==> src/nimf_pkg.sv <==
// Package for the nim-field multiplier: the 64-bit field width and the
// power-of-two nim multiply functions, one per field level.
// No dependencies.
`default_nettype none
package nimf_pkg;

   localparam int unsigned FIELD_BITS = 64;
   localparam int unsigned EXP_BITS   = 6;

   typedef logic [FIELD_BITS-1:0] word_type;
   typedef logic [EXP_BITS-1:0]   exp_type;

   // Level 1: field of 4 elements, operand below 2^2, exponent below 2.
   function automatic word_type pow_mul_l1(input word_type a, input exp_type j);
      word_type a0;
      word_type a1;
      word_type hi;
      word_type lo;
      a0 = {63'd0, a[0]};
      a1 = {63'd0, a[1]};
      if (j[0]) begin
         hi = a1 ^ a0;
         lo = a1;
      end else begin
         hi = a1;
         lo = a0;
      end
      return {62'd0, hi[0], lo[0]};
   endfunction

   // Level 2: field below 2^4, exponent below 4.
   function automatic word_type pow_mul_l2(input word_type a, input exp_type j);
      word_type p0;
      word_type p1;
      word_type hi;
      word_type lo;
      exp_type  jj;
      jj = {5'd0, j[0]};
      p0 = pow_mul_l1({62'd0, a[1:0]}, jj);
      p1 = pow_mul_l1({62'd0, a[3:2]}, jj);
      if (j[1]) begin
         hi = p1 ^ p0;
         lo = pow_mul_l1(p1, exp_type'(1));
      end else begin
         hi = p1;
         lo = p0;
      end
      return {60'd0, hi[1:0], lo[1:0]};
   endfunction

   // Level 3: field below 2^8, exponent below 8.
   function automatic word_type pow_mul_l3(input word_type a, input exp_type j);
      word_type p0;
      word_type p1;
      word_type hi;
      word_type lo;
      exp_type  jj;
      jj = {4'd0, j[1:0]};
      p0 = pow_mul_l2({60'd0, a[3:0]}, jj);
      p1 = pow_mul_l2({60'd0, a[7:4]}, jj);
      if (j[2]) begin
         hi = p1 ^ p0;
         lo = pow_mul_l2(p1, exp_type'(3));
      end else begin
         hi = p1;
         lo = p0;
      end
      return {56'd0, hi[3:0], lo[3:0]};
   endfunction

   // Level 4: field below 2^16, exponent below 16.
   function automatic word_type pow_mul_l4(input word_type a, input exp_type j);
      word_type p0;
      word_type p1;
      word_type hi;
      word_type lo;
      exp_type  jj;
      jj = {3'd0, j[2:0]};
      p0 = pow_mul_l3({56'd0, a[7:0]}, jj);
      p1 = pow_mul_l3({56'd0, a[15:8]}, jj);
      if (j[3]) begin
         hi = p1 ^ p0;
         lo = pow_mul_l3(p1, exp_type'(7));
      end else begin
         hi = p1;
         lo = p0;
      end
      return {48'd0, hi[7:0], lo[7:0]};
   endfunction

   // Level 5: field below 2^32, exponent below 32.
   function automatic word_type pow_mul_l5(input word_type a, input exp_type j);
      word_type p0;
      word_type p1;
      word_type hi;
      word_type lo;
      exp_type  jj;
      jj = {2'd0, j[3:0]};
      p0 = pow_mul_l4({48'd0, a[15:0]}, jj);
      p1 = pow_mul_l4({48'd0, a[31:16]}, jj);
      if (j[4]) begin
         hi = p1 ^ p0;
         lo = pow_mul_l4(p1, exp_type'(15));
      end else begin
         hi = p1;
         lo = p0;
      end
      return {32'd0, hi[15:0], lo[15:0]};
   endfunction

   // Level 6: full 64-bit field, exponent below 64.
   function automatic word_type pow_mul_l6(input word_type a, input exp_type j);
      word_type p0;
      word_type p1;
      word_type hi;
      word_type lo;
      exp_type  jj;
      jj = {1'b0, j[4:0]};
      p0 = pow_mul_l5({32'd0, a[31:0]}, jj);
      p1 = pow_mul_l5({32'd0, a[63:32]}, jj);
      if (j[5]) begin
         hi = p1 ^ p0;
         lo = pow_mul_l5(p1, exp_type'(31));
      end else begin
         hi = p1;
         lo = p0;
      end
      return {hi[31:0], lo[31:0]};
   endfunction

endpackage
`default_nettype wire

==> src/nimf_pow_unit.sv <==
// Shared unit: nim product of a 64-bit operand with the power of two 2^j,
// registered. Uses nimf_pkg.
`default_nettype none
module nimf_pow_unit (
   input  wire logic              clock,
   input  wire nimf_pkg::word_type operand,
   input  wire nimf_pkg::exp_type  exponent,
   output nimf_pkg::word_type      term
);
   import nimf_pkg::*;

   word_type term_ff;
   word_type term_in;

   // Recursive split over the Fermat-power levels
   always_comb begin
      term_in = pow_mul_l6(operand, exponent);
   end

   always_ff @(posedge clock) begin
      term_ff <= term_in;
   end

   assign term = term_ff;

endmodule
`default_nettype wire

==> src/nim_field_multiplier.sv <==
// Top level of the nim-field multiplier: sequencer and accumulator around
// the shared power multiply unit. Uses nimf_pkg and nimf_pow_unit.
//
//   channel | ports                                     | handshake
//   req     | req_left_operand, req_right_operand       | start, busy
//   rsp     | rsp_nim_product                           | rsp_valid strobe
//
// Each word is sequenced one bit of the right operand per cycle through the
// power multiply unit, then passes the unit's term register and the output
// register before the rsp_valid strobe.
// busy is high from acceptance until the result strobe; start is ignored then.
// Reset (synchronous, active high) returns the sequencer to idle.
// The receiver cannot stall; each result is shown for one cycle only.
`default_nettype none
module nim_field_multiplier #(
   parameter int unsigned OPERAND_BITS = 64
) (
   input  wire logic               clock,
   input  wire logic               reset,
   input  wire logic               start,
   output logic                    busy,
   input  wire nimf_pkg::word_type req_left_operand,
   input  wire nimf_pkg::word_type req_right_operand,
   output logic                    rsp_valid,
   output nimf_pkg::word_type      rsp_nim_product
);
   import nimf_pkg::*;

   localparam int unsigned CNT_W = (OPERAND_BITS > 1) ? $clog2(OPERAND_BITS) : 1;
   localparam logic [CNT_W-1:0] LAST_BIT = CNT_W'(OPERAND_BITS - 1);
   localparam word_type OP_MASK = word_type'({FIELD_BITS{1'b1}} >> (FIELD_BITS - OPERAND_BITS));

   typedef enum logic [1:0] {
      ST_IDLE,
      ST_RUN,
      ST_DRAIN
   } state_type;

   state_type        state_ff;
   logic [CNT_W-1:0] bit_ff;
   word_type         left_ff;
   word_type         right_ff;
   logic             take_ff;
   word_type         acc_ff;
   logic             valid_ff;
   word_type         product_ff;
   word_type         term;

   nimf_pow_unit u_pow (
      .clock    (clock),
      .operand  (left_ff),
      .exponent (exp_type'(bit_ff)),
      .term     (term)
   );

   // Sequencer: one right-operand bit per cycle, accumulate the unit output
   always_ff @(posedge clock) begin
      if (reset) begin
         state_ff <= ST_IDLE;
         valid_ff <= 1'b0;
         take_ff  <= 1'b0;
      end else begin
         valid_ff <= 1'b0;
         unique case (state_ff)
            ST_IDLE: begin
               take_ff <= 1'b0;
               if (start) begin
                  left_ff  <= req_left_operand & OP_MASK;
                  right_ff <= req_right_operand & OP_MASK;
                  bit_ff   <= '0;
                  acc_ff   <= '0;
                  state_ff <= ST_RUN;
               end
            end
            ST_RUN: begin
               // term from the previous bit arrives this cycle
               if (take_ff) begin
                  acc_ff <= acc_ff ^ term;
               end
               take_ff  <= right_ff[0];
               right_ff <= right_ff >> 1;
               if (bit_ff == LAST_BIT) begin
                  state_ff <= ST_DRAIN;
               end else begin
                  bit_ff <= bit_ff + 1'b1;
               end
            end
            ST_DRAIN: begin
               product_ff <= take_ff ? (acc_ff ^ term) : acc_ff;
               valid_ff   <= 1'b1;
               take_ff    <= 1'b0;
               state_ff   <= ST_IDLE;
            end
            default: begin
               state_ff <= ST_IDLE;
            end
         endcase
      end
   end

   assign busy            = (state_ff != ST_IDLE);
   assign rsp_valid       = valid_ff;
   assign rsp_nim_product = product_ff;

endmodule
`default_nettype wire

==> config.mk <==
export PLATFORM = sky130hd
export DESIGN_NAME = nim_field_multiplier
export DESIGN_NICKNAME = d
export VERILOG_FILES = /design/src/nimf_pkg.sv /design/src/nimf_pow_unit.sv /design/src/nim_field_multiplier.sv
export SDC_FILE = /design/constraint.sdc
export NUM_CORES = 1
export LEC_CHECK = 0
export BUFFER_PORTS_ARGS = -buffer_cell sky130_fd_sc_hd__buf_4
export CAP_MARGIN = 20
export CELL_PAD_IN_SITES_DETAIL_PLACEMENT = 1
export CELL_PAD_IN_SITES_GLOBAL_PLACEMENT = 2
export CORE_UTILIZATION = 25
export DETAILED_ROUTE_END_ITERATION = 8
export GPL_ROUTABILITY_DRIVEN = 0
export HOLD_SLACK_MARGIN = 0.02
export PLACE_DENSITY_LB_ADDON = 0.1
export REMOVE_ABC_BUFFERS = 1
export SLEW_MARGIN = 5
export SYNTH_ARGS = -nofsm -noshare
export SYNTH_HDL_FRONTEND = slang
export SYNTH_SLANG_ARGS = --single-unit
export TNS_END_PERCENT = 10
==> constraint.sdc <==
create_clock -name clock -period 23.6 [get_ports clock]
set_input_delay 3.54 -clock clock [delete_from_list [all_inputs] [get_ports clock]]
set_output_delay 3.54 -clock clock [all_outputs]
set_load 0.05 [all_outputs]
==> Word-level counts from Yosys, hierarchy flattened <==
Index checks and enable logic that the tools add are counted.
{ "op_classes": {"n_addsub": 1, "n_eq_ne": 6, "n_bitwise": 366, "n_mux": 499, "reduce_logical": 10} }
{ "op_table": {"columns": ["cell", "n"], "rows": [
  ["$mux W1", 325],
  ["$pmux W64 S2", 2],
  ["$xor A1 B1 Y1", 243],
  ["$mux W2", 110],
  ["$mux W64", 3],
  ["$xor A2 B2 Y2", 81],
  ["$mux W4", 36],
  ["$xor A4 B4 Y4", 27],
  ["$mux W8", 12],
  ["$xor A8 B8 Y8", 9],
  ["$mux W16", 4],
  ["$mux W32", 2],
  ["$xor A64 B64 Y64", 1],
  ["$xor A16 B16 Y16", 3],
  ["$xor A32 B32 Y32", 1],
  ["$mux W6", 2],
  ["$pmux W6 S2", 1],
  ["$add A6 B1 Y6 const B", 1],
  ["$eq A6 B6 Y1 const B", 1],
  ["$ne A2 B2 Y1 const B", 3],
  ["$reduce_and A3 Y1", 2],
  ["$reduce_bool A2 Y1", 3],
  ["$pmux W2 S2", 1],
  ["$reduce_and A2 Y1", 2],
  ["7 further kinds", 7]
]} }
{ "word_totals": {"word_cells": 891, "reg_bits": 330, "input_bits": 131} }

==> Logic depth before layout (Yosys ltp) <==
{ "depth": {"word_depth": 40, "depth_mapped": 26, "mapped_depth_nobuf": 15} }

==> Cells and area by module <==
Synthesis repeated with hierarchy kept, for this count alone.
{ "unflattened": {"hier_cells": 2727, "hier_area_um2": 25675.9} }
{ "by_module_without_submodules": {"columns": ["mod", "seq_area_each_um2", "area_each_um2", "n_inst", "cells_per_inst"], "rows": [
  ["nimf_pow_unit", 1281.2, 15300.9, 1, 2019],
  ["nim_field_multiplier", 7947.6, 10375.0, 1, 708]
]} }

==> Least setup slack after synthesis <==
OpenSTA, ideal clock, no wires.
{ "synth_path": {"path_type": "input port to flip-flop", "from": "input reset", "to": "register bit_ff[0] (enable)", "path_slack_ps": 9957, "n_path_buf": 0, "arrival_ps": 13317, "path_stages": 2, "required_ps": 23274, "path_cell_list": "nor3_1 > o31a_1"} }
{ "synth_via": {"elab_chain_len": 2} }
{ "synth_rtl": {"columns": ["item", "line", "text"], "rows": [
  ["from (decl)", "nim_field_multiplier.sv:19", "input wire logic reset,"],
  ["$not A1 Y1 (no source line)", null, null],
  ["$reduce_and A4 Y1 (no source line)", null, null],
  ["to (signal assigned)", "nim_field_multiplier.sv:85", "bit_ff <= bit_ff + 1'b1;"],
  ["to (decl)", "nim_field_multiplier.sv:40", "logic [CNT_W-1:0] bit_ff;"]
]} }
No other way between the ends.
A chain may end at the register's enable or synchronous reset.

==> Worst setup path in the final report <==
{ "layout_path": {"from": "register bit_ff[1]", "to": "register u_pow.term_ff[4] (netlist: u_pow.term[4])"} }
{ "layout_via": {"elab_chain_len": 34, "elab_cells_between_ends": 319, "cone_classes": "mux: 196; bitwise: 123"} }
{ "layout_rtl": {"columns": ["item", "line", "text"], "rows": [
  ["$mux W2", "nimf_pkg.sv:41", "if (j[1]) begin"],
  ["$xor A1 B1 Y1 / $xor A4 B4 Y4 (equally long branches)", "nimf_pkg.sv:22, nimf_pkg.sv:62", null],
  ["$mux W1 / $mux W4 (equally long branches)", "nimf_pkg.sv:61", "if (j[2]) begin"],
  ["$xor A2 B2 Y2 / $xor A1 B1 Y1 (equally long branches)", "nimf_pkg.sv:42, nimf_pkg.sv:22", null],
  ["$mux W4 / $mux W1 (equally long branches)", "nimf_pkg.sv:61, nimf_pkg.sv:81", null],
  ["$xor A1 B1 Y1 / $xor A2 B2 Y2 (equally long branches)", "nimf_pkg.sv:22, nimf_pkg.sv:42", null],
  ["$mux W1 / $mux W2 (equally long branches)", "nimf_pkg.sv:81", "if (j[3]) begin"],
  ["$xor A2 B2 Y2 / $xor A1 B1 Y1 (equally long branches)", "nimf_pkg.sv:42, nimf_pkg.sv:22", null],
  ["[... 19 more ...]", null, null],
  ["$xor A4 B4 Y4 / $xor A2 B2 Y2 (equally long branches)", "nimf_pkg.sv:62, nimf_pkg.sv:42", null],
  ["$mux W4", "nimf_pkg.sv:121", "if (j[5]) begin"],
  ["$xor A1 B1 Y1", "nimf_pkg.sv:22", "hi = a1 ^ a0;"],
  ["$mux W1", "nimf_pkg.sv:121", null],
  ["$mux W2", "nimf_pkg.sv:121", null],
  ["$xor A4 B4 Y4", "nimf_pkg.sv:62", "hi = p1 ^ p0;"],
  ["$mux W32 *", "nimf_pkg.sv:121", null],
  ["net u_pow.term_in[4]", "nimf_pow_unit.sv:13", "word_type term_in;"],
  ["to (signal assigned)", "nimf_pow_unit.sv:21", "term_ff <= term_in;"],
  ["to (decl)", "nimf_pow_unit.sv:12", "word_type term_ff;"]
]} }
Mark *: on every way through the listed nets, which the timed path passes. The rest lies on a longest branch. The select of a mux whose other input is x is not followed.

==> impl_results.md <==
* Status: finished, final reports clean
* Final cell count without fillers at 3883
* Grt total ovfl at 0
* Post-Syn Area per Cell at 9.92 µm²
* Post-synth EDFFs at 262
* Syn-to-layout area delta at 15.6%
* Vias per inst at 4.83
* Critical path's top delay family: XOR/XNOR gates
* Final setup skew at 28.1 ps
* Full die area at 100000 µm²
* CP arrival at 7520 ps
* Count of input and output buffers at 196
* Crit path required time at 24030 ps
* Period utilisation layout at 30.0%
* WL final at 81.2 mm
* CTS Hold Buffers Added at 0
* Drt initial violations at 1074
* DR vias at 18800
* Min cycle time layout at 7090 ps
* Commonest non-fill, non-tap cell in the layout: xnor2_1
* Setup TNS at 0 ps
* Initial antenna violation count at 0
* # Post-CTS Setup Buffers at 0
* Worst R2R Path Depth at 17
* Final Util at 29.4%
* CTS H-Tree Depth at 2
* Final nets at 2704
* FMAX at 141 MHz
* Highest metal used: met4
* Initial core utilization at 25.4%
* Cell with the largest stage delay on the worst path: o41ai_1
* WS Path Type: reg -> reg
* Core Box Area at 97300 µm²
* Post-route ant nets at 0
* Height of the die at 316 µm
* Hold Crit Depth at 1
* Num rows at 114
* CTS clk-pin slew, worst paths at 60 ps
* Number of diodes at 0
* First-pass GRT wire length at 123 mm
* Top cell type by total area after synthesis: edfxtp_1
* Largest net degree at the start of global routing at 163
* Slowest stage delay, CP at 660 ps
* Cts repair resizes at 0
* P_leak at 10.3 nW
* Flops & latches, synth at 330
* CTS buffer count at 43
* Commonest non-fill, non-tap cells in the layout: 313 x xnor2_1, 262 x edfxtp_1, 247 x nand2_1, 226 x buf_4, 154 x a21oi_1
* RSZ-0062 raised after global routing: no
* CTS Sinks at 330
* DRC viols at 0
* Worst hold margin at 548 ps
* Hold Path Class: reg -> reg
* Final hold vios at 0
* Clock buffer depth at 3
* Hpwl dp at 60.4 mm
* Ys async rst share at 0%
* Critical path capture point type: flip-flop
* Synth Instances at 2493
* Slew Limit Fails at 0
* Wire per inst at 20.9 µm
* Die W at 316 µm
* Yosys top cell area share at 31.8%
* Pwr Density at 128 nW/µm²
* CTS tree: yes
* Count of final setup violators at 0
* Placed Cells at 3803
* Vias in the first global route at 19200
* Root buf cell: clkbuf_16
* Crit-path max FO at 162
* Seq/Total Area, Yosys at 37.3%
* Area contributors post-synth: edfxtp_1 32%, xnor2_1 11%, dfxtp_1 5.5%, xor2_1 4.9%, nand2_1 3.7%
* Met2 WL at 37.5 mm
* Mapped cell area at 24700 µm²
* Tot Pwr at 3.67 mW
* CP Depth at 17
* Slew at the pin closest to its max-slew limit at 1020 ps
* Crit path cell chain: buf_4, buf_12, inv_2, buf_4, a221oi_2, or4_1, nand4_1, o41ai_1, a211oi_2, xnor2_2, a32oi_1, xnor3_1, xnor3_2, xnor3_1, xnor3_2, xnor2_1, a21oi_1
* Ratio of cells with drive above 1 in the final layout at 17.4%
* Critical path buffer and inverter count at 4
* Synth warn at 0
* CP startpoint kind: flip-flop
* DRT met1 WL at 39.2 mm
* Boundary Pins at 197
* Metal3 WL at 3.04 mm
* Worst skew pair latency at 610 ps
* Max-cap check violation count at 0
* Peak VDD IR at 0.204 mV
* Synth Flop Type: edfxtp_1
* Drt pass-1 iters at 5
* Synth unique cells at 111
* Relative slew margins at 31.7%
* Global Route Usage Sum at 16.0%
## Yosys cell counts, types with 18 or more instances
| cell | instances |
|---|---|
| a211o_1 | 20 |
| a211oi_1 | 36 |
| a21oi_1 | 154 |
| a31oi_1 | 19 |
| and3_1 | 25 |
| buf_1 | 26 |
| buf_2 | 29 |
| buf_6 | 18 |
| clkbuf_1 | 112 |
| dfxtp_1 | 68 |
| edfxtp_1 | 262 |
| mux2_2 | 77 |
| mux2i_1 | 50 |
| nand2_1 | 247 |
| nand2b_1 | 37 |
| nand3_1 | 49 |
| nand3b_1 | 21 |
| nor2_1 | 141 |
| nor2b_1 | 85 |
| nor3_1 | 36 |
| o211ai_1 | 29 |
| o21a_1 | 18 |
| o21ai_0 | 79 |
| o21ai_1 | 19 |
| xnor2_1 | 313 |
| xnor3_1 | 41 |
| xor2_1 | 139 |
## metal layers
layer | GRT usage (%) | vias up
met5 | 0 | -
li1 | - | 9093
met3 | 2.20 | 71
met4 | 3.53 | 0
met1 | 22.3 | 9276
met2 | 26.0 | 312
## cells by family (layout without fill, tap and decap cells)
family,after synthesis,after routing,synth area share (%)
simple gates,759,759,15.6
compound gates,543,543,15.1
xor+xnor,520,520,22.0
flops,330,330,37.3
buf+inv,207,321,3.98
mux,133,133,5.99
fa+ha+maj,1,1,0.0506
## area by class of cell
type	instances	area [µm²]
well taps	1276	1600
repair buffers	227	1720
flip-flops and latches	330	9230
multi-input cells	1956	14500
clock inverters	19	223
inverters	14	52.6
fillers	10900	68700
clock buffers	61	1210
## sequential cells by signal, summed over array words and instances (netlist names)
| signal | cells |
|---|---|
| right_ff | 64 |
| bit_ff | 6 |
| take_ff | 1 |
| acc_ff | 64 |
| u_pow.term | 64 |
| left_ff | 64 |
| rsp_nim_product | 64 |
| rsp_valid | 1 |
| state_ff | 2 |
## worst reg2reg max path: stages (launching register included)
cell	delay (ps)
edfxtp_1	320
buf_4	530
buf_12	570
inv_2	510
buf_4	350
a221oi_2	400
or4_1	170
nand4_1	350
o41ai_1	660
a211oi_2	130
xnor2_2	270
a32oi_1	550
xnor3_1	560
xnor3_2	510
xnor3_1	450
xnor3_2	320
xnor2_1	210
a21oi_1	100
## report_power, final
part           leakage (nW)  internal, mW  total [mW]  switching [mW]
Clock                 0.703         0.396       0.665           0.269
Sequential             3.04         0.732       0.771          0.0389
Combinational          6.56          1.05        2.24            1.19
Total                  10.3          2.18        3.67            1.49
## through the flow
stage	cell area (µm²)	setup WS (ps)
6_report	28600	16510
2_1_floorplan	23800	9960
5_1_grt	28600	16140
3_3_place_gp	27100	16700
3_5_place_dp	27100	16680
4_1_cts	28600	16630
## path summary, 6_finish.rpt
path,from,end,slack (ps)
max,bit_ff[1],u_pow.term[4],16510
min,right_ff[24],right_ff[23],550
max reg2reg,bit_ff[1],u_pow.term[4],16510
min reg2reg,right_ff[24],right_ff[23],550
Note: power is estimated with default switching activity, not from simulation.
